[src/design/mrz_check_digit_validator_assert.svh]
// Assertion macros for the MRZ check-digit validator.
// Used by the top level; each macro expects signals clk and rst_n in scope.
`ifndef MRZ_CHECK_DIGIT_VALIDATOR_ASSERT_SVH
`define MRZ_CHECK_DIGIT_VALIDATOR_ASSERT_SVH

// The consequent must hold in the same cycle as the antecedent.
`define MRZCDV_ASSERT_SAME(label, ante, cons) \
    label: assert property (@(posedge clk) disable iff (!rst_n) (ante) |-> (cons)) \
        else $error("mrz check digit validator: same-cycle check failed");

// The consequent must hold in the cycle after the antecedent.
`define MRZCDV_ASSERT_NEXT(label, ante, cons) \
    label: assert property (@(posedge clk) disable iff (!rst_n) (ante) |=> (cons)) \
        else $error("mrz check digit validator: next-cycle check failed");

`endif

[src/design/mrzcdv_pkg.sv]
// Package for the MRZ check-digit validator: types, constants and the
// small arithmetic helpers for 7-3-1 weighted sums mod 10. No dependencies.
`timescale 1ns / 1ps

package mrzcdv_pkg;

    localparam int CHAR_W = 8;
    localparam int POS_W  = 6;
    localparam int LINE_W = 3;
    localparam int SUM_W  = 4;
    localparam int FLAG_W = 5;

    localparam logic [POS_W-1:0]  POS_MAX  = 6'd63;
    localparam logic [LINE_W-1:0] LINE_MAX = 3'd4;

    localparam logic [POS_W-1:0] TD1_LEN = 6'd30;
    localparam logic [POS_W-1:0] TD2_LEN = 6'd36;
    localparam logic [POS_W-1:0] TD3_LEN = 6'd44;

    localparam logic [CHAR_W-1:0] CH_ZERO = 8'h30;
    localparam logic [CHAR_W-1:0] CH_NINE = 8'h39;
    localparam logic [CHAR_W-1:0] CH_A    = 8'h41;
    localparam logic [CHAR_W-1:0] CH_Z    = 8'h5A;
    localparam logic [CHAR_W-1:0] CH_P    = 8'h50;
    localparam logic [CHAR_W-1:0] CH_V    = 8'h56;

    // Bit positions inside the check flag vector.
    localparam int FLAG_NUMBER    = 0;
    localparam int FLAG_BIRTH     = 1;
    localparam int FLAG_EXPIRY    = 2;
    localparam int FLAG_PERSONAL  = 3;
    localparam int FLAG_COMPOSITE = 4;

    typedef enum logic [1:0] {
        STATUS_OK,
        STATUS_LINE_COUNT,
        STATUS_LENGTH,
        STATUS_FORMAT
    } status_t;

    typedef enum logic [2:0] {
        DOC_UNKNOWN,
        DOC_TD1,
        DOC_TD2,
        DOC_TD3,
        DOC_MRVA,
        DOC_MRVB
    } doc_type_t;

    // One decoded character as held in the input register. below_ten is set
    // for every character that is not a letter, whose full value is 0-9.
    typedef struct packed {
        logic [CHAR_W-1:0] char_code;
        logic [SUM_W-1:0]  value_mod10;
        logic              below_ten;
        logic              line_end;
        logic              document_end;
    } char_item_t;

    // Document state after the current character, used for classification.
    typedef struct packed {
        logic [LINE_W-1:0] line_count;
        logic [POS_W-1:0]  first_line_length;
        logic              length_mismatch;
        logic [CHAR_W-1:0] leading_char;
        logic [FLAG_W-1:0] check_flags;
    } doc_summary_t;

    // Result item; the first member lands in the highest bits, so status
    // occupies bits 1:0 and composite_ok bit 9.
    typedef struct packed {
        logic      composite_ok;
        logic      personal_ok;
        logic      expiry_ok;
        logic      birth_ok;
        logic      number_ok;
        doc_type_t document_type;
        status_t   status;
    } result_t;

    // Character value mod 10: digits give their value, letters A-Z give
    // 10-35 reduced mod 10, anything else gives 0.
    function automatic logic [SUM_W-1:0] char_value_mod10(input logic [CHAR_W-1:0] c);
        logic [CHAR_W-1:0] d;
        logic [SUM_W-1:0]  r;
        d = c - CH_A;
        r = '0;
        if (c inside {[CH_ZERO:CH_NINE]})
        begin
            r = SUM_W'(c - CH_ZERO);
        end
        else if (c inside {[CH_A:CH_Z]})
        begin
            if (d < 8'd10)
            begin
                r = d[SUM_W-1:0];
            end
            else if (d < 8'd20)
            begin
                r = SUM_W'(d - 8'd10);
            end
            else
            begin
                r = SUM_W'(d - 8'd20);
            end
        end
        return r;
    endfunction

    // Position mod 3 by folding base-4 digits (4 is 1 mod 3).
    function automatic logic [1:0] pos_mod3(input logic [POS_W-1:0] x);
        logic [3:0] s;
        logic [2:0] t;
        s = {2'b00, x[1:0]} + {2'b00, x[3:2]} + {2'b00, x[5:4]};
        t = {1'b0, s[1:0]} + {1'b0, s[3:2]};
        return (t >= 3'd3) ? 2'(t - 3'd3) : t[1:0];
    endfunction

    // (a + b) mod 3 for a, b in 0..2.
    function automatic logic [1:0] idx_add(input logic [1:0] a, input logic [1:0] b);
        logic [2:0] t;
        t = {1'b0, a} + {1'b0, b};
        return (t >= 3'd3) ? 2'(t - 3'd3) : t[1:0];
    endfunction

    // v * weight mod 10, with weight index 0, 1, 2 meaning 7, 3, 1.
    function automatic logic [SUM_W-1:0] mul_mod10(input logic [SUM_W-1:0] v,
                                                   input logic [1:0] idx);
        logic [SUM_W-1:0] r;
        r = v;
        if (idx == 2'd0)
        begin
            case (v)
                4'd0:    r = 4'd0;
                4'd1:    r = 4'd7;
                4'd2:    r = 4'd4;
                4'd3:    r = 4'd1;
                4'd4:    r = 4'd8;
                4'd5:    r = 4'd5;
                4'd6:    r = 4'd2;
                4'd7:    r = 4'd9;
                4'd8:    r = 4'd6;
                4'd9:    r = 4'd3;
                default: r = 4'd0;
            endcase
        end
        else if (idx == 2'd1)
        begin
            case (v)
                4'd0:    r = 4'd0;
                4'd1:    r = 4'd3;
                4'd2:    r = 4'd6;
                4'd3:    r = 4'd9;
                4'd4:    r = 4'd2;
                4'd5:    r = 4'd5;
                4'd6:    r = 4'd8;
                4'd7:    r = 4'd1;
                4'd8:    r = 4'd4;
                4'd9:    r = 4'd7;
                default: r = 4'd0;
            endcase
        end
        return r;
    endfunction

    // (sum + v * weight) mod 10.
    function automatic logic [SUM_W-1:0] add_weighted(input logic [SUM_W-1:0] sum,
                                                      input logic [SUM_W-1:0] v,
                                                      input logic [1:0] idx);
        logic [SUM_W:0] s;
        s = {1'b0, sum} + {1'b0, mul_mod10(v, idx)};
        return (s >= 5'd10) ? SUM_W'(s - 5'd10) : s[SUM_W-1:0];
    endfunction

endpackage

[src/design/mrzcdv_decode.sv]
// Input register of the MRZ check-digit validator: decodes each character
// to its value mod 10 and holds it for the field stage. Uses mrzcdv_pkg.
`timescale 1ns / 1ps

module mrzcdv_decode
    import mrzcdv_pkg::*;
(
    input  logic              clk,
    input  logic              rst_n,
    input  logic              in_valid,
    output logic              in_ready,
    input  logic [CHAR_W-1:0] char_code,
    input  logic              line_end,
    input  logic              document_end,
    input  logic              advance,
    output logic              item_valid,
    output char_item_t        item
);

    logic       valid_reg;
    logic       valid_next;
    char_item_t item_reg;
    logic       take;

    assign in_ready = !valid_reg || advance;
    assign take     = in_valid && in_ready;

    always_comb
    begin
        valid_next = valid_reg;
        if (take)
        begin
            valid_next = 1'b1;
        end
        else if (advance)
        begin
            valid_next = 1'b0;
        end
    end

    always_ff @(posedge clk or negedge rst_n)
    begin
        if (!rst_n)
        begin
            valid_reg <= 1'b0;
        end
        else
        begin
            valid_reg <= valid_next;
        end
    end

    always_ff @(posedge clk)
    begin
        if (take)
        begin
            item_reg.char_code    <= char_code;
            item_reg.value_mod10  <= char_value_mod10(char_code);
            item_reg.below_ten    <= !(char_code inside {[CH_A:CH_Z]});
            item_reg.line_end     <= line_end;
            item_reg.document_end <= document_end;
        end
    end

    assign item_valid = valid_reg;
    assign item       = item_reg;

endmodule

[src/design/mrzcdv_fields.sv]
// Document state of the MRZ check-digit validator: position and line
// tracking, the running weighted sums and the check flags. Uses mrzcdv_pkg.
`timescale 1ns / 1ps

module mrzcdv_fields
    import mrzcdv_pkg::*;
(
    input  logic         clk,
    input  logic         rst_n,
    input  logic         process,
    input  char_item_t   item,
    output doc_summary_t summary
);

    logic [POS_W-1:0]  char_position_reg, char_position_next;
    logic [LINE_W-1:0] line_count_reg, line_count_next;
    logic [POS_W-1:0]  first_line_length_reg, first_line_length_next;
    logic              length_mismatch_reg, length_mismatch_next;
    logic [CHAR_W-1:0] leading_char_reg, leading_char_next;
    logic [SUM_W-1:0]  number_sum_reg, number_sum_next;
    logic [SUM_W-1:0]  birth_sum_reg, birth_sum_next;
    logic [SUM_W-1:0]  expiry_sum_reg, expiry_sum_next;
    logic [SUM_W-1:0]  personal_sum_reg, personal_sum_next;
    logic [SUM_W-1:0]  composite_sum_reg, composite_sum_next;
    logic [1:0]        composite_phase_reg, composite_phase_next;
    logic [FLAG_W-1:0] check_flags_reg, check_flags_next;

    logic [POS_W-1:0] p;
    logic [POS_W:0]   p1;
    logic [POS_W:0]   len_ext;
    logic [1:0]       m3;
    logic [SUM_W-1:0] v;
    logic             line0;
    logic             line_td1;
    logic             line_other;
    logic             comp_len;
    logic             restart;
    logic [SUM_W-1:0] number_base;
    logic [SUM_W-1:0] composite_base;
    logic [1:0]       phase_base;
    logic             comp_add;
    logic [POS_W-1:0] line_len;

    always_comb
    begin
        p          = char_position_reg;
        p1         = {1'b0, p} + 7'd1;
        len_ext    = {1'b0, first_line_length_reg};
        m3         = pos_mod3(p);
        v          = item.value_mod10;
        line0      = (line_count_reg == 3'd0);
        line_td1   = (line_count_reg == 3'd1) && (first_line_length_reg == TD1_LEN);
        line_other = (line_count_reg == 3'd1) && (first_line_length_reg != TD1_LEN);
        comp_len   = (first_line_length_reg == TD2_LEN) || (first_line_length_reg == TD3_LEN);

        // The second line of a TD2/TD3/MRV document restarts the number and
        // composite sums, since line 0 gathered them in TD1 layout.
        restart        = line_other && (p == 6'd0);
        number_base    = restart ? '0 : number_sum_reg;
        composite_base = restart ? '0 : composite_sum_reg;
        phase_base     = restart ? 2'd0 : composite_phase_reg;

        number_sum_next      = number_base;
        birth_sum_next       = birth_sum_reg;
        expiry_sum_next      = expiry_sum_reg;
        personal_sum_next    = personal_sum_reg;
        composite_sum_next   = composite_base;
        composite_phase_next = phase_base;
        check_flags_next     = check_flags_reg;

        if (line0 && p >= 6'd5 && p <= 6'd13)
        begin
            number_sum_next = add_weighted(number_base, v, idx_add(m3, 2'd1));
        end
        if (line_other && p <= 6'd8)
        begin
            number_sum_next = add_weighted(number_base, v, m3);
        end

        if (line_td1 && p <= 6'd5)
        begin
            birth_sum_next = add_weighted(birth_sum_reg, v, m3);
        end
        if (line_other && p >= 6'd13 && p <= 6'd18)
        begin
            birth_sum_next = add_weighted(birth_sum_reg, v, idx_add(m3, 2'd2));
        end

        if (line_td1 && p >= 6'd8 && p <= 6'd13)
        begin
            expiry_sum_next = add_weighted(expiry_sum_reg, v, idx_add(m3, 2'd1));
        end
        if (line_other && p >= 6'd21 && p <= 6'd26)
        begin
            expiry_sum_next = add_weighted(expiry_sum_reg, v, m3);
        end

        if (line_other && p >= 6'd28 && p <= 6'd41)
        begin
            personal_sum_next = add_weighted(personal_sum_reg, v, idx_add(m3, 2'd2));
        end

        comp_add = (line0 && p >= 6'd5 && p <= 6'd29)
                || (line_td1 && (p <= 6'd6 || (p >= 6'd8 && p <= 6'd14)
                                 || (p >= 6'd18 && p <= 6'd28)))
                || (line_other && comp_len && (p <= 6'd9 || (p >= 6'd13 && p <= 6'd19)
                                               || (p >= 6'd21 && p1 < len_ext)));
        if (comp_add)
        begin
            composite_sum_next   = add_weighted(composite_base, v, phase_base);
            composite_phase_next = idx_add(phase_base, 2'd1);
        end

        // A check character matches when its full value equals the sum, so
        // a letter never matches while a filler or other symbol counts as 0.
        if ((line0 && p == 6'd14) || (line_other && p == 6'd9))
        begin
            check_flags_next[FLAG_NUMBER] = item.below_ten && (number_sum_reg == v);
        end
        if ((line_td1 && p == 6'd6) || (line_other && p == 6'd19))
        begin
            check_flags_next[FLAG_BIRTH] = item.below_ten && (birth_sum_reg == v);
        end
        if ((line_td1 && p == 6'd14) || (line_other && p == 6'd27))
        begin
            check_flags_next[FLAG_EXPIRY] = item.below_ten && (expiry_sum_reg == v);
        end
        if (line_other && p == 6'd42)
        begin
            check_flags_next[FLAG_PERSONAL] = item.below_ten && (personal_sum_reg == v);
        end
        if ((line_td1 && p == 6'd29) || (line_other && comp_len && p1 == len_ext))
        begin
            check_flags_next[FLAG_COMPOSITE] = item.below_ten && (composite_sum_reg == v);
        end

        leading_char_next = leading_char_reg;
        if (line0 && p == 6'd0)
        begin
            leading_char_next = item.char_code;
        end

        // Line bookkeeping; the document end also closes the current line.
        line_len               = (p == POS_MAX) ? POS_MAX : p + 6'd1;
        char_position_next     = char_position_reg;
        line_count_next        = line_count_reg;
        first_line_length_next = first_line_length_reg;
        length_mismatch_next   = length_mismatch_reg;
        if (item.line_end || item.document_end)
        begin
            if (line0)
            begin
                first_line_length_next = line_len;
            end
            else if (line_len != first_line_length_reg)
            begin
                length_mismatch_next = 1'b1;
            end
            if (line_count_reg < LINE_MAX)
            begin
                line_count_next = line_count_reg + 3'd1;
            end
            char_position_next = '0;
        end
        else if (char_position_reg < POS_MAX)
        begin
            char_position_next = char_position_reg + 6'd1;
        end
    end

    assign summary.line_count        = line_count_next;
    assign summary.first_line_length = first_line_length_next;
    assign summary.length_mismatch   = length_mismatch_next;
    assign summary.leading_char      = leading_char_next;
    assign summary.check_flags       = check_flags_next;

    always_ff @(posedge clk or negedge rst_n)
    begin
        if (!rst_n)
        begin
            char_position_reg     <= '0;
            line_count_reg        <= '0;
            first_line_length_reg <= '0;
            length_mismatch_reg   <= 1'b0;
            leading_char_reg      <= '0;
            number_sum_reg        <= '0;
            birth_sum_reg         <= '0;
            expiry_sum_reg        <= '0;
            personal_sum_reg      <= '0;
            composite_sum_reg     <= '0;
            composite_phase_reg   <= '0;
            check_flags_reg       <= '0;
        end
        else if (process)
        begin
            if (item.document_end)
            begin
                char_position_reg     <= '0;
                line_count_reg        <= '0;
                first_line_length_reg <= '0;
                length_mismatch_reg   <= 1'b0;
                leading_char_reg      <= '0;
                number_sum_reg        <= '0;
                birth_sum_reg         <= '0;
                expiry_sum_reg        <= '0;
                personal_sum_reg      <= '0;
                composite_sum_reg     <= '0;
                composite_phase_reg   <= '0;
                check_flags_reg       <= '0;
            end
            else
            begin
                char_position_reg     <= char_position_next;
                line_count_reg        <= line_count_next;
                first_line_length_reg <= first_line_length_next;
                length_mismatch_reg   <= length_mismatch_next;
                leading_char_reg      <= leading_char_next;
                number_sum_reg        <= number_sum_next;
                birth_sum_reg         <= birth_sum_next;
                expiry_sum_reg        <= expiry_sum_next;
                personal_sum_reg      <= personal_sum_next;
                composite_sum_reg     <= composite_sum_next;
                composite_phase_reg   <= composite_phase_next;
                check_flags_reg       <= check_flags_next;
            end
        end
    end

endmodule

[src/design/mrzcdv_result.sv]
// Result stage of the MRZ check-digit validator: classifies the finished
// document and holds the result item until taken. Uses mrzcdv_pkg.
`timescale 1ns / 1ps

module mrzcdv_result
    import mrzcdv_pkg::*;
(
    input  logic         clk,
    input  logic         rst_n,
    input  logic         load,
    input  doc_summary_t summary,
    input  logic         out_ready,
    output logic         out_valid,
    output result_t      result
);

    logic      valid_reg;
    logic      valid_next;
    result_t   result_reg;
    result_t   result_next;
    status_t   status;
    doc_type_t doc_type;
    logic      two_lines;
    logic      three_lines;
    logic      ok;

    always_comb
    begin
        two_lines   = (summary.line_count == 3'd2);
        three_lines = (summary.line_count == 3'd3);
        status      = STATUS_OK;
        doc_type    = DOC_UNKNOWN;
        if (!two_lines && !three_lines)
        begin
            status = STATUS_LINE_COUNT;
        end
        else if (summary.length_mismatch)
        begin
            status = STATUS_LENGTH;
        end
        else if (three_lines && summary.first_line_length == TD1_LEN)
        begin
            doc_type = DOC_TD1;
        end
        else if (two_lines && summary.first_line_length == TD3_LEN)
        begin
            doc_type = (summary.leading_char == CH_P) ? DOC_TD3 : DOC_MRVA;
        end
        else if (two_lines && summary.first_line_length == TD2_LEN)
        begin
            doc_type = (summary.leading_char == CH_V) ? DOC_MRVB : DOC_TD2;
        end
        else
        begin
            status = STATUS_FORMAT;
        end

        ok = (status == STATUS_OK);
        result_next.status        = status;
        result_next.document_type = doc_type;
        result_next.number_ok     = ok && summary.check_flags[FLAG_NUMBER];
        result_next.birth_ok      = ok && summary.check_flags[FLAG_BIRTH];
        result_next.expiry_ok     = ok && summary.check_flags[FLAG_EXPIRY];
        result_next.personal_ok   = ok && (doc_type == DOC_TD3)
                                    && summary.check_flags[FLAG_PERSONAL];
        result_next.composite_ok  = ok && (doc_type inside {DOC_TD1, DOC_TD2, DOC_TD3})
                                    && summary.check_flags[FLAG_COMPOSITE];

        valid_next = valid_reg;
        if (load)
        begin
            valid_next = 1'b1;
        end
        else if (out_ready)
        begin
            valid_next = 1'b0;
        end
    end

    always_ff @(posedge clk or negedge rst_n)
    begin
        if (!rst_n)
        begin
            valid_reg <= 1'b0;
        end
        else
        begin
            valid_reg <= valid_next;
        end
    end

    always_ff @(posedge clk)
    begin
        if (load)
        begin
            result_reg <= result_next;
        end
    end

    assign out_valid = valid_reg;
    assign result    = result_reg;

endmodule

[src/design/mrz_check_digit_validator.sv]
// MRZ check-digit validator (ICAO 9303, 7-3-1 weights mod 10). Characters of
// a machine-readable zone arrive one per input transaction, with tuser
// marking the last character of a line and tlast the last character of the
// document; the document end also closes its line. The block counts lines,
// keeps the first line's length (saturating at 63) and leading character,
// and keeps running check sums for the document number, birth date, expiry
// date, personal number and composite. On the document end it emits one
// result transaction with the status, the document type (TD1, TD2, TD3,
// MRVA, MRVB) and the per-field check results, then starts a fresh document.
// TD1 composite weights run continuously over both lines. Throughput is one
// character per clock: each character passes an input register and the field
// logic and, on a document end, the result register, which is loaded from
// the field logic as the character leaves the input register. Input is only
// held back while a finished result waits on the output side with a full
// input register behind it. Depends on mrzcdv_pkg and the assertion header.
`timescale 1ns / 1ps

`include "mrz_check_digit_validator_assert.svh"

module mrz_check_digit_validator
    import mrzcdv_pkg::*;
(
    input  logic        clk,
    input  logic        rst_n,
    input  logic        s_axis_tvalid,
    output logic        s_axis_tready,
    input  logic [7:0]  s_axis_tdata,   // [7:0] char_code
    input  logic        s_axis_tuser,   // [0] line_end
    input  logic        s_axis_tlast,   // document_end
    output logic        m_axis_tvalid,
    input  logic        m_axis_tready,
    output logic [15:0] m_axis_tdata    // [1:0] status, [4:2] document_type,
                                        // [5] number_ok, [6] birth_ok,
                                        // [7] expiry_ok, [8] personal_ok,
                                        // [9] composite_ok, [15:10] zero
);

    localparam int RESULT_W = $bits(result_t);

    logic         item_valid;
    char_item_t   item;
    logic         out_free;
    logic         process;
    logic         load;
    doc_summary_t summary;
    result_t      result;

    // The field stage advances whenever the result register can take a new
    // value, which keeps the state update and the result strictly in order.
    assign out_free = !m_axis_tvalid || m_axis_tready;
    assign process  = item_valid && out_free;
    assign load     = process && item.document_end;

    mrzcdv_decode u_decode
    (
        .clk          (clk),
        .rst_n        (rst_n),
        .in_valid     (s_axis_tvalid),
        .in_ready     (s_axis_tready),
        .char_code    (s_axis_tdata),
        .line_end     (s_axis_tuser),
        .document_end (s_axis_tlast),
        .advance      (process),
        .item_valid   (item_valid),
        .item         (item)
    );

    mrzcdv_fields u_fields
    (
        .clk     (clk),
        .rst_n   (rst_n),
        .process (process),
        .item    (item),
        .summary (summary)
    );

    mrzcdv_result u_result
    (
        .clk       (clk),
        .rst_n     (rst_n),
        .load      (load),
        .summary   (summary),
        .out_ready (m_axis_tready),
        .out_valid (m_axis_tvalid),
        .result    (result)
    );

    assign m_axis_tdata = {(16 - RESULT_W)'(0), result};

    // Every document end that is processed produces a result.
    `MRZCDV_ASSERT_NEXT(a_eod_gives_result, load, m_axis_tvalid)

    // A new result only appears after a processed document end.
    `MRZCDV_ASSERT_SAME(a_result_from_eod, $rose(m_axis_tvalid), $past(load))

    // A failing status carries no type and no check results.
    `MRZCDV_ASSERT_SAME(a_fail_clears_fields,
        m_axis_tvalid && result.status != STATUS_OK,
        result.document_type == DOC_UNKNOWN && result.number_ok == 1'b0
        && result.birth_ok == 1'b0 && result.expiry_ok == 1'b0
        && result.personal_ok == 1'b0 && result.composite_ok == 1'b0)

    // A passing status always names a document type.
    `MRZCDV_ASSERT_SAME(a_ok_has_type,
        m_axis_tvalid && result.status == STATUS_OK,
        result.document_type != DOC_UNKNOWN)

endmodule

[config.mk]
export PLATFORM = sky130hd
export DESIGN_NAME = mrz_check_digit_validator
export DESIGN_NICKNAME = d
export VERILOG_FILES = /design/src/design/mrzcdv_pkg.sv /design/src/design/mrzcdv_decode.sv /design/src/design/mrzcdv_fields.sv /design/src/design/mrzcdv_result.sv /design/src/design/mrz_check_digit_validator.sv
export VERILOG_INCLUDE_DIRS = /design/src /design/src/design
export SDC_FILE = /design/constraint.sdc
export NUM_CORES = 1
export LEC_CHECK = 0
export BUFFER_PORTS_ARGS = -buffer_cell sky130_fd_sc_hd__buf_2
export CORE_ASPECT_RATIO = 0.75
export CORE_MARGIN = 2
export CORE_UTILIZATION = 30
export CTS_BUF_LIST = sky130_fd_sc_hd__clkbuf_8 sky130_fd_sc_hd__clkbuf_16
export CTS_CLUSTER_DIAMETER = 60
export DETAILED_ROUTE_END_ITERATION = 8
export GPL_TIMING_DRIVEN = 0
export SYNTH_ARGS = -nofsm -noshare
export SYNTH_HDL_FRONTEND = slang
export SYNTH_SLANG_ARGS = --single-unit
[constraint.sdc]
create_clock -name clk -period 6.9 [get_ports clk]
set_clock_uncertainty 0.1 [all_clocks]
set_input_delay 1.38 -clock clk [delete_from_list [all_inputs] [get_ports clk]]
set_output_delay 1.38 -clock clk [all_outputs]
set_load 0.01 [all_outputs]
Word-level counts from Yosys, hierarchy flattened
Memory sizes are Yosys's and may differ from the RTL's. A register that Yosys moved wholly into a read port is not among the register bits.
Index checks and enable logic that the tools add are counted.

storage, ports and cells
  flip-flop bits (word level) = 78
  bits in read-only memories = 1,024
  logic and storage cells = 351
  memories kept = 16

memories
  name              words  width  rd ports  clocked after memory_dff  write ports  RTL line           source
  (no name shown)   16     4      1         1                         0            mrzcdv_pkg.sv:133  case (v)
  (no name shown)   16     4      1         1                         0            mrzcdv_pkg.sv:149  case (v)
  (no name shown)   16     4      1         1                         0            mrzcdv_pkg.sv:133
  (no name shown)   16     4      1         1                         0            mrzcdv_pkg.sv:149
  (no name shown)   16     4      1         1                         0            mrzcdv_pkg.sv:133
  (no name shown)   16     4      1         1                         0            mrzcdv_pkg.sv:149
  10 more memories  -      -      -         -                         -            -

cells by class
  add/subtract/negate cells = 33
  magnitude comparators = 39
  equality and inequality tests = 34
  muxes and demuxes = 112
  reduce and logical (&&, ||, !) cells = 91

operator list
  operator             number
  $mux 4               67
  $logic_and 1x1->1    54
  $mux 6               7
  $add 4x4->5          8
  $ge 5x4->1 const B   8
  $eq 6x6->1 const B   6
  $sub 4x4->4 const B  9
  $eq 6x5->1 const B   5
  $le 6x5->1 const B   5
  $mux 3               10
  $le 6x4->1 const B   4
  $mux 2               12
  $eq 4x4->1           5
  $ge 6x5->1 const B   3
  $eq 8x7->1 const B   2
  $mux 8               2
  $logic_or 1x1->1     14
  $mux 1               13
  $eq 3x2->1 const B   4
  $eq 6x4->1 const B   2
  $ge 3x2->1 const B   4
  $ge 6x4->1 const B   2
  $le 6x3->1 const B   2
  $reduce_bool 3->1    4
  other kinds (35)     57

Longest topological paths before layout
Gate-level depths: netlist (run 1).

  depth after elaboration = 18
  gate-level depth with buffers = 25

Modules after synthesis
A second synthesis (run 1) with hierarchy kept.

second synthesis, totals
  cell total of the unflattened synthesis = 875
  area, all modules = 7,785.0 um^2

by module, submodules not included
  module                     times used  cells an instance  area each (um^2)  sequential area each (um^2)
  mrzcdv_fields              1           732                6,145.9           1,276.2
  mrzcdv_decode              1           82                 989.7             475.5
  mrzcdv_result              1           51                 581.8             325.3
  mrz_check_digit_validator  1           10                 67.6              0.0

Worst setup path before layout (run 1)
No wires, ideal clock.

  kind = reg-to-reg
  from = reg u_fields.char_position_reg[0]
  to = reg u_fields.number_sum_reg[1]
  arrival time = 6.561 ns
  required time = 6.674 ns
  setup slack = 0.113 ns
  cell stages (with the launch flop) = 25
  clock period less this slack = 6.787 ns
  cell sequence = dfrtp_1 > ha_1 > fa_1 > inv_1 > fa_1 > xnor2_1 > ha_1 > fa_1 > ha_1 > or3_1 > a21oi_1 > inv_1 > ha_1 > mux2i_1 > o21ai_0 > inv_1 > fa_1 > xor2_1 > ha_1 > o21bai_1 > a221o_1 > nor3_2 > xnor2_1 > a211oi_1 > a221o_1

between the ends
  longest elaborated chain between the ends = 18

ends and longest elaborated chain
  element                                    RTL line              source
  start, declared                            mrzcdv_fields.sv:15   logic [POS_W-1:0] char_position_reg, char_position_next;
  start signal, assigned                     mrzcdv_fields.sv:213  char_position_reg <= char_position_next;
  $add 2x2->3                                mrzcdv_pkg.sv:114     s = {2'b00, x[1:0]} + {2'b00, x[3:2]} + {2'b00, x[5:4]};
  $add 4x2->4                                mrzcdv_pkg.sv:114
  $add 2x2->3                                mrzcdv_pkg.sv:115     t = {1'b0, s[1:0]} + {1'b0, s[3:2]};
  $ge 3x2->1 or $sub 2x2->2 (tied branches)  mrzcdv_pkg.sv:116     return (t >= 3'd3) ? 2'(t - 3'd3) : t[1:0];
  $mux 2                                     mrzcdv_pkg.sv:116
  $add 2x1->3                                mrzcdv_pkg.sv:122     t = {1'b0, a} + {1'b0, b};
  $ge 3x2->1 or $sub 2x2->2 (tied branches)  mrzcdv_pkg.sv:123     return (t >= 3'd3) ? 2'(t - 3'd3) : t[1:0];
  $mux 2                                     mrzcdv_pkg.sv:123
  [2 not listed]                             -
  $mux 4                                     mrzcdv_pkg.sv:131     if (idx == 2'd0)
  $mux 4                                     mrzcdv_fields.sv:71   if (line0 && p >= 6'd5 && p <= 6'd13)
  $add 4x4->5                                mrzcdv_pkg.sv:171     s = {1'b0, sum} + {1'b0, mul_mod10(v, idx)};
  $sub 4x4->4 or $ge 5x4->1 (tied branches)  mrzcdv_pkg.sv:172     return (s >= 5'd10) ? SUM_W'(s - 5'd10) : s[SUM_W-1:0];
  $mux 4                                     mrzcdv_pkg.sv:172
  $mux 4                                     mrzcdv_fields.sv:71
  $mux 4 *                                   mrzcdv_fields.sv:75   if (line_other && p <= 6'd8)
  $mux 4 *                                   mrzcdv_fields.sv:196  if (item.document_end)
  end signal, assigned                       mrzcdv_fields.sv:218  number_sum_reg <= number_sum_next;
  end, declared                              mrzcdv_fields.sv:20   logic [SUM_W-1:0] number_sum_reg, number_sum_next;

Every way passes the cells marked *; elsewhere a longest branch is shown, timed or not. The select of a mux whose other input is x is not followed.
A chain may end at the register's enable or synchronous reset.

Worst setup path in the final report (run 1)
Ends and elaborated chain as after synthesis.

==> results of run 1 <==
==> cell families after synthesis <==
kind of cell / after synthesis / share of synthesized area
AO/OA/AOI/OAI: 209 / 0.178
buffers and inverters: 82 / 0.0467
adder cells (fa/ha/maj): 91 / 0.158
flip-flops: 85 / 0.287
XOR/XNOR: 57 / 0.0667
AND/OR/NAND/NOR: 298 / 0.196
other: 1 / 0.000486
multiplexers: 48 / 0.0655
==> stage by stage <==
stage | util | hold WS, ns | setup TNS [ns] | instances | instance area [µm²]
after global placement | 0.330 | 0.359 | -2.57 | 1239 | 8280
after floorplan | - | 0.344 | 0 | 876 | 7730
after CTS | 0.343 | 0.386 | 0 | 1257 | 8600
final | 0.348 | 0.381 | 0 | 1268 | 8720
after global routing | 0.348 | 0.408 | -0.0337 | 1268 | 8720
after detailed placement | 0.330 | 0.372 | -3.04 | 1239 | 8280
==> report_power, final <==
group          internal [mW]  total (mW)  switching [mW]
Sequential             0.590       0.662          0.0727
Clock                  0.242       0.455           0.212
Combinational          0.523        1.22           0.701
==> path summary, 6_finish.rpt <==
path | depth (start not counted) | startpoint | endpoint | slack (ns)
min | 2 | u_fields.check_flags_reg[0]$_DFFE_PN0P_ | u_fields.check_flags_reg[0]$_DFFE_PN0P_ | 0.38
max in group asynchronous | 1 | rst_n | u_fields.char_position_reg[0]$_DFFE_PN0P_ | 5.17
max reg2reg | 25 | u_fields.char_position_reg[0]$_DFFE_PN0P_ | u_fields.number_sum_reg[1]$_DFFE_PN0P_ | 0.33
min reg2reg | 2 | u_fields.check_flags_reg[0]$_DFFE_PN0P_ | u_fields.check_flags_reg[0]$_DFFE_PN0P_ | 0.38
max | 25 | u_fields.char_position_reg[0]$_DFFE_PN0P_ | u_fields.number_sum_reg[1]$_DFFE_PN0P_ | 0.33
min in group asynchronous | 1 | rst_n | u_fields.first_line_length_reg[2]$_DFFE_PN0P_ | 1.00
==> final cells by class <==
| cell class | count | area share |
|---|---|---|
| flip-flops and latches | 85 | 0.254 |
| repair buffers | 38 | 0.0258 |
| multi-input cells | 709 | 0.599 |
| well taps | 338 | 0.0485 |
| clock inverters | 7 | 0.00474 |
| clock buffers | 9 | 0.0258 |
| inverters | 51 | 0.0220 |
| plain buffers | 31 | 0.0194 |
==> worst max-delay path: cells and delay by family, from the launching register on <==
| family | cells | cell delay [ns] |
|---|---|---|
| multiplexers | 1 | 0.37 |
| adder cells (fa/ha/maj) | 10 | 2.90 |
| AND/OR/NAND/NOR | 3 | 0.73 |
| XOR/XNOR | 3 | 0.55 |
| flip-flops | 1 | 0.45 |
| AO/OA/AOI/OAI | 5 | 1.09 |
| buffers and inverters | 3 | 0.25 |
==> repair_timing <==
item	CTS	global route
hold buffers	0	0
endpoints found under the setup margin	5	5
buffers inserted	2	11
gates resized for setup	9	10
pin swaps	2	5
cloned	0	0
==> cell usage after synthesis (20+ instances only) <==
cell / n
sky130_fd_sc_hd__mux2i_1: 40
sky130_fd_sc_hd__inv_1: 49
sky130_fd_sc_hd__xnor2_1: 26
sky130_fd_sc_hd__dfrtp_1: 53
sky130_fd_sc_hd__a21oi_1: 44
sky130_fd_sc_hd__nor3_1: 20
sky130_fd_sc_hd__nand2_1: 101
sky130_fd_sc_hd__nor2_1: 52
sky130_fd_sc_hd__ha_1: 80
sky130_fd_sc_hd__o21ai_0: 55
sky130_fd_sc_hd__edfxtp_1: 25
sky130_fd_sc_hd__xor2_1: 29
==> routing by layer <==
metal  track usage  vias to the layer above  wire [µm]
met3        0.0310                       11       1180
met2         0.223                      206       8390
met4        0.0206                        0        119
met5             0                        -          0
met1         0.239                     3123      10600
li1              -                     3240          -
==> summary.txt, run 1 <==
Run status
  – Result of the run: finished, final reports clean

Synthesis
  – Count of synthesis-stage warnings from yosys: 0
  – Flip-flop and latch count after synthesis: 85
  – Number of synthesized flops with an enable pin: 25
  – Distinct cells, synth: 84
  – Sequential cell area fraction in the yosys report: 0.287
  – Post-Synthesis Cells: a little under 900
  – Synthesized area per cell: 8.86 µm²
  – Top post-synthesis cells by area: sky130_fd_sc_hd__dfrtp_1 (17%), sky130_fd_sc_hd__ha_1 (13%), sky130_fd_sc_hd__edfxtp_1 (9.7%)
  – Top flip-flop cell by instance count after synthesis: sky130_fd_sc_hd__dfrtp_1
  – Area fraction of the dominant cell type after synthesis: 0.172
  – Fraction of synthesis flops using an asynchronous set or reset pin: 0.624
  – Post-synth top area cell: sky130_fd_sc_hd__dfrtp_1
  – Summed instance area of the synthesized netlist: a little under 8000 µm²

Routing
  – Via count of the routed design: 6580
  – Wire length per cell: 16.0 µm
  – Count of TritonRoute iterations in the first routing pass: 5
  – Routed wire length: 20.3 mm
  – Routed vias/inst: 5.19
  – Count of unresolved DRC violations after routing: 0
  – 1st-iter DRT viols: 530
  – Number of routed nets with antenna violations: 0

GRT
  – First-pass GRT wire length: between 30 and 40 mm
  – Pin count of the biggest net entering global routing: between 50 and 60
  – Number of global-route vias before repair: 6170
  – Total overflow reported by the global router: 0
  – Overall track demand over capacity in global routing: 0.155
  – Number of antenna violations at the first check in global routing: 0

Floorplan
  – Number of placement rows: 50
  – Standard cell core area: between 20000 and 30000 µm²
  – Floorplan die area: 27000 µm²
  – Vertical die dimension: 143 µm
  – Initial cell density of the core: 0.307
  – Width of the die: 189 µm
  – Boundary Pins: 32

Clock tree
  – Total clock sinks: 85
  – Root buffer cell: sky130_fd_sc_hd__clkbuf_16
  – CTS buffer count: 9
  – # H-tree levels: 3
  – CTS tree: built
  – Clock-pin transition on the worst setup and hold timing paths: 0.06 ns
  – Clock latency reported for the late side of the worst-skew pair: 0.35 ns
  – Maximum number of buffers from clock root to sink: 2

Finish
  – Fraction of final layout cells sized beyond drive strength 1: 0.113
  – Most common cell after layout, fill and taps aside: sky130_fd_sc_hd__nand2_1
  – Area occupied by multi-input gates: 5230 µm²
  – Total inserted antenna cells: 0
  – Commonest cells after routing, fill and taps aside: sky130_fd_sc_hd__nand2_1 (101), sky130_fd_sc_hd__ha_1 (78), sky130_fd_sc_hd__o21ai_0 (52), sky130_fd_sc_hd__dfrtp_1 (52)
  – P&R area growth vs syn: 13.0%
  – Net count of the finished layout: 1030
  – Fillers: 2513
  – Register area: 2220 µm²
  – Max FFs per register: 15

Worst setup path
  – Arrival @ worst endpoint: around 6.7 ns
  – Cell seen most often among critical-path stages: sky130_fd_sc_hd__ha_1
  – Highest cell delay on the worst timing path: between 0.5 and 0.6 ns
  – Critical Path Sink Type: register
  – Kind of critical path: reg2reg
  – Nature of the critical path startpoint: register
  – Slowest stage cell on the critical path: sky130_fd_sc_hd__fa_1
  – Required time of the critical path: 7.04 ns
  – Largest driver fanout on the critical path: 5

Timing
  – Endpoints failing setup: 0
  – Hold Fails Final Rpt: 0
  – Final count of pins violating max slew: 0
  – Maximum clock rate: 152 MHz
  – Actual transition at the worst max-transition pin: 1.24 ns
  – Crit path setup slack, layout: around 0.33 ns
  – Final critical delay including setup and external delays: 6.57 ns
  – Worst-case headroom to the max-slew limit: 0.164
  – Crit share post-route: 0.952

Placed design
  – RD Place Congestion: 0.911
  – Post-placement worst setup slack: -0.898 ns
  – Count of port buffers added during placement: 25
  – Estimated wirelength of the detail-placed design: 15.3 mm

Worst hold path
  – Class of the tightest hold or removal check: reg2reg

Power
  – Worst supply voltage drop on vdd: 0.120 mV
  – Reported leakage power: 3.89 nW
  – Sum of internal, switching and leakage power: 2.34 mW
  – Total power per unit cell area: roughly 270 nW/µm²

Flow run
  – Max Cap Viol: 0
Power figures use the tool's default switching activity.
==> inputs of run 2 (changes only) <==
Clock period 6.9 ns to 7.5 ns, I/O delays scaled along.
==> summary.txt, run 2 (synthesis gave the netlist of run 1 again) <==
Floorplan
  – Vertical die dimension: 143 µm (unchanged)
  – Boundary Pins: 32 (unchanged)
  – Floorplan die area: 27000 µm² (unchanged)
  – Standard cell core area: 25100 µm² (unchanged)
  – Number of placement rows: 50 (unchanged)
  – Width of the die: 189 µm (unchanged)
  – Initial cell density of the core: 0.307 (unchanged)

Clock tree
  – CTS tree: built
  – Clock latency reported for the late side of the worst-skew pair: 0.35 ns (about the same)
  – Clock-pin transition on the worst setup and hold timing paths: 0.06 ns (about the same)
  – Root buffer cell: sky130_fd_sc_hd__clkbuf_16
  – Maximum number of buffers from clock root to sink: 2 (unchanged)
  – Total clock sinks: 85 (unchanged)
  – CTS buffer count: 9 (unchanged)
  – # H-tree levels: 3 (unchanged)

Placed design
  – Estimated wirelength of the detail-placed design: 15.3 mm (unchanged)
  – Count of port buffers added during placement: 25 (unchanged)
  – RD Place Congestion: 0.911 (unchanged)
  – Post-placement worst setup slack: -0.298 ns (+0.600 ns)

Power
  – Total power per unit cell area: 246 nW/µm² (-8.4%)
  – Combinational share of power: 0.514 (-0.009)
  – Clk network pwr share: 0.198 (+0.004)
  – Worst supply voltage drop on vdd: 0.116 mV (-2.9%)
  – Internal Dissipation: 1.22 mW (-10%)
  – Seq pwr share: 0.288 (+0.005)
  – Reported leakage power: 3.84 nW (-1.4%)
  – Switching power total: 898 µW (-9.0%)
  – Sw Ratio: 0.425 (+0.00365)

GRT
  – First-pass GRT wire length: 33.0 mm (-0.44%)
  – Number of antenna violations at the first check in global routing: 0 (unchanged)
  – Total overflow reported by the global router: 0 (unchanged)
  – Overall track demand over capacity in global routing: 0.154 (-0.000699)
  – Number of global-route vias before repair: 6129 (-0.66%)
  – Pin count of the biggest net entering global routing: 54 (unchanged)

Finish
  – P&R area growth vs syn: 11.4%
  – Most common cell after layout, fill and taps aside: sky130_fd_sc_hd__nand2_1
  – Post-route core utilization: 0.342 (-0.00514)
  – Total inserted antenna cells: 0 (unchanged)
  – Commonest cells after routing, fill and taps aside: sky130_fd_sc_hd__nand2_1 (101), sky130_fd_sc_hd__ha_1 (80), sky130_fd_sc_hd__o21ai_0 (54), sky130_fd_sc_hd__dfrtp_1 (53), sky130_fd_sc_hd__nor2_1 (52)
  – Register area: 2220 µm² (about the same)
  – Net count of the finished layout: 1018 (-1.2%)
  – Area occupied by multi-input gates: 5190 µm² (-0.72%)
  – Fraction of final layout cells sized beyond drive strength 1: 0.0937 (-0.0192)
  – Fillers: 2523 (+0.40%)
  – Max FFs per register: 15 (unchanged)

Worst setup path
  – Required time of the critical path: 7.63 ns (+0.59 ns)
  – FF-to-FF setup slack: 0.49 ns (+0.16 ns)
  – Largest driver fanout on the critical path: 10 (+5)
  – Nature of the critical path startpoint: register
  – Arrival @ worst endpoint: 7.15 ns (+0.44 ns)
  – Kind of critical path: reg2reg
  – Critical Path Sink Type: register

Timing
  – Crit share post-route: 0.935 (-0.0173)
  – RSZ-0062 raised after global routing: false
  – Maximum clock rate: 143 MHz (-6.3%)
  – Final count of pins violating max slew: 0 (unchanged)
  – Final critical delay including setup and external delays: 7.01 ns (+0.442 ns)
  – Worst-case headroom to the max-slew limit: 0.182 (+0.0180)
  – Hold slack final: 0.381 ns (-0.0000610 ns)
  – Crit path setup slack, layout: 0.489 ns (+0.158 ns)
  – Endpoints failing setup: 0 (unchanged)
  – Actual transition at the worst max-transition pin: 1.22 ns (-0.0268 ns)
  – Hold Fails Final Rpt: 0 (unchanged)
  – Total negative slack for setup checks: 0 ns (unchanged)

Routing
  – Routed vias/inst: 5.20 (+0.16%)
  – Via count of the routed design: 6528 (-0.79%)
  – 1st-iter DRT viols: 483 (-8.9%)
  – Count of unresolved DRC violations after routing: 0 (unchanged)
  – Wire length per cell: 16.0 µm (-0.22%)
  – Number of routed nets with antenna violations: 0 (unchanged)
  – Count of TritonRoute iterations in the first routing pass: 5 (unchanged)
  – Routed wire length: 20.1 mm (-1.2%)

Run status
  – Result of the run: finished, final reports clean

Flow run
  – Max Cap Viol: 0 (unchanged)

Worst hold path
  – Class of the tightest hold or removal check: reg2reg
## run 2: power by group through the flow
| stage | registers [mW] | clock network (mW) | logic, mW |
|---|---|---|---|
| floorplan | 0.598 | 0 | 0.826 |
| global placement | 0.614 | 0 | 1.03 |
| detailed placement | 0.616 | 0 | 1.05 |
| CTS | 0.607 | 0.429 | 1.06 |
| global route | 0.617 | 0.446 | 1.23 |
| finish | 0.609 | 0.418 | 1.09 |
## run 2: stage by stage
| step | total power, mW | cell area (µm²) | instances |
|---|---|---|---|
| after CTS | 2.10 | 8550 | 1255 |
| final | 2.11 | 8590 | 1256 |
| after floorplan | 1.42 | 7730 | 876 |
| after detailed placement | 1.67 | 8280 | 1239 |
| after global routing | 2.29 | 8590 | 1256 |
| after global placement | 1.64 | 8280 | 1239 |
## run 2: critical path, stage by stage, from the launching register on
cell and delay (ns):
sky130_fd_sc_hd__dfrtp_1 0.45, sky130_fd_sc_hd__ha_1 0.24, sky130_fd_sc_hd__fa_1 0.51, sky130_fd_sc_hd__inv_1 0.06, sky130_fd_sc_hd__fa_1 0.40, sky130_fd_sc_hd__xnor2_1 0.14
sky130_fd_sc_hd__ha_1 0.19, sky130_fd_sc_hd__fa_1 0.46, sky130_fd_sc_hd__ha_1 0.20, sky130_fd_sc_hd__or3_1 0.38, sky130_fd_sc_hd__o21ai_2 0.24, sky130_fd_sc_hd__inv_1 0.16
sky130_fd_sc_hd__ha_1 0.43, sky130_fd_sc_hd__mux2i_1 0.15, sky130_fd_sc_hd__o21ai_0 0.59, sky130_fd_sc_hd__ha_1 0.39, sky130_fd_sc_hd__xor2_2 0.22, sky130_fd_sc_hd__ha_1 0.25
sky130_fd_sc_hd__o21bai_1 0.09, sky130_fd_sc_hd__a221o_1 0.38, sky130_fd_sc_hd__nor3_4 0.28, sky130_fd_sc_hd__xnor2_1 0.17, sky130_fd_sc_hd__a211oi_1 0.10, sky130_fd_sc_hd__a221o_1 0.30
## run 2: timing repair
| action | in CTS | in global routing |
|---|---|---|
| gates cloned | 0 | 0 |
| hold buffers | 0 | 0 |
| endpoints found under the hold margin | 0 | 0 |
| buffers inserted | 0 | 1 |
| setup endpoints to repair | 3 | 4 |
| gates resized for setup | 2 | 5 |
| pin swaps | 0 | 1 |
## run 2: final timing paths
check	endpoint	cells past startpoint	startpoint
max	u_fields.number_sum_reg[1]$_DFFE_PN0P_	23	u_fields.char_position_reg[0]$_DFFE_PN0P_
min	u_fields.check_flags_reg[0]$_DFFE_PN0P_	2	u_fields.check_flags_reg[0]$_DFFE_PN0P_
max reg2reg	u_fields.number_sum_reg[1]$_DFFE_PN0P_	23	u_fields.char_position_reg[0]$_DFFE_PN0P_
min reg2reg	u_fields.check_flags_reg[0]$_DFFE_PN0P_	2	u_fields.check_flags_reg[0]$_DFFE_PN0P_
max in group asynchronous	u_fields.leading_char_reg[7]$_DFFE_PN0P_	1	rst_n
min in group asynchronous	u_fields.first_line_length_reg[2]$_DFFE_PN0P_	1	rst_n
## run 2: area by class of cell
| cell class | count | share of cell area |
|---|---|---|
| Buffer | 31 | 0.0197 |
| Clock buffer | 9 | 0.0262 |
| Clock inverter | 7 | 0.00481 |
| Inverter | 51 | 0.0223 |
| Multi-Input combinational cell | 709 | 0.604 |
| Sequential cell | 85 | 0.258 |
| Tap cell | 338 | 0.0492 |
| Timing Repair Buffer | 26 | 0.0157 |
## run 2: layer usage
metal / global-route usage / wire length, µm / vias to the layer above
li1: - / - / 3222
met1: 0.239 / 10500 / 3101
met2: 0.222 / 8290 / 197
met3: 0.0310 / 1170 / 8
met4: 0.0201 / 91 / 0
met5: 0 / 0 / -
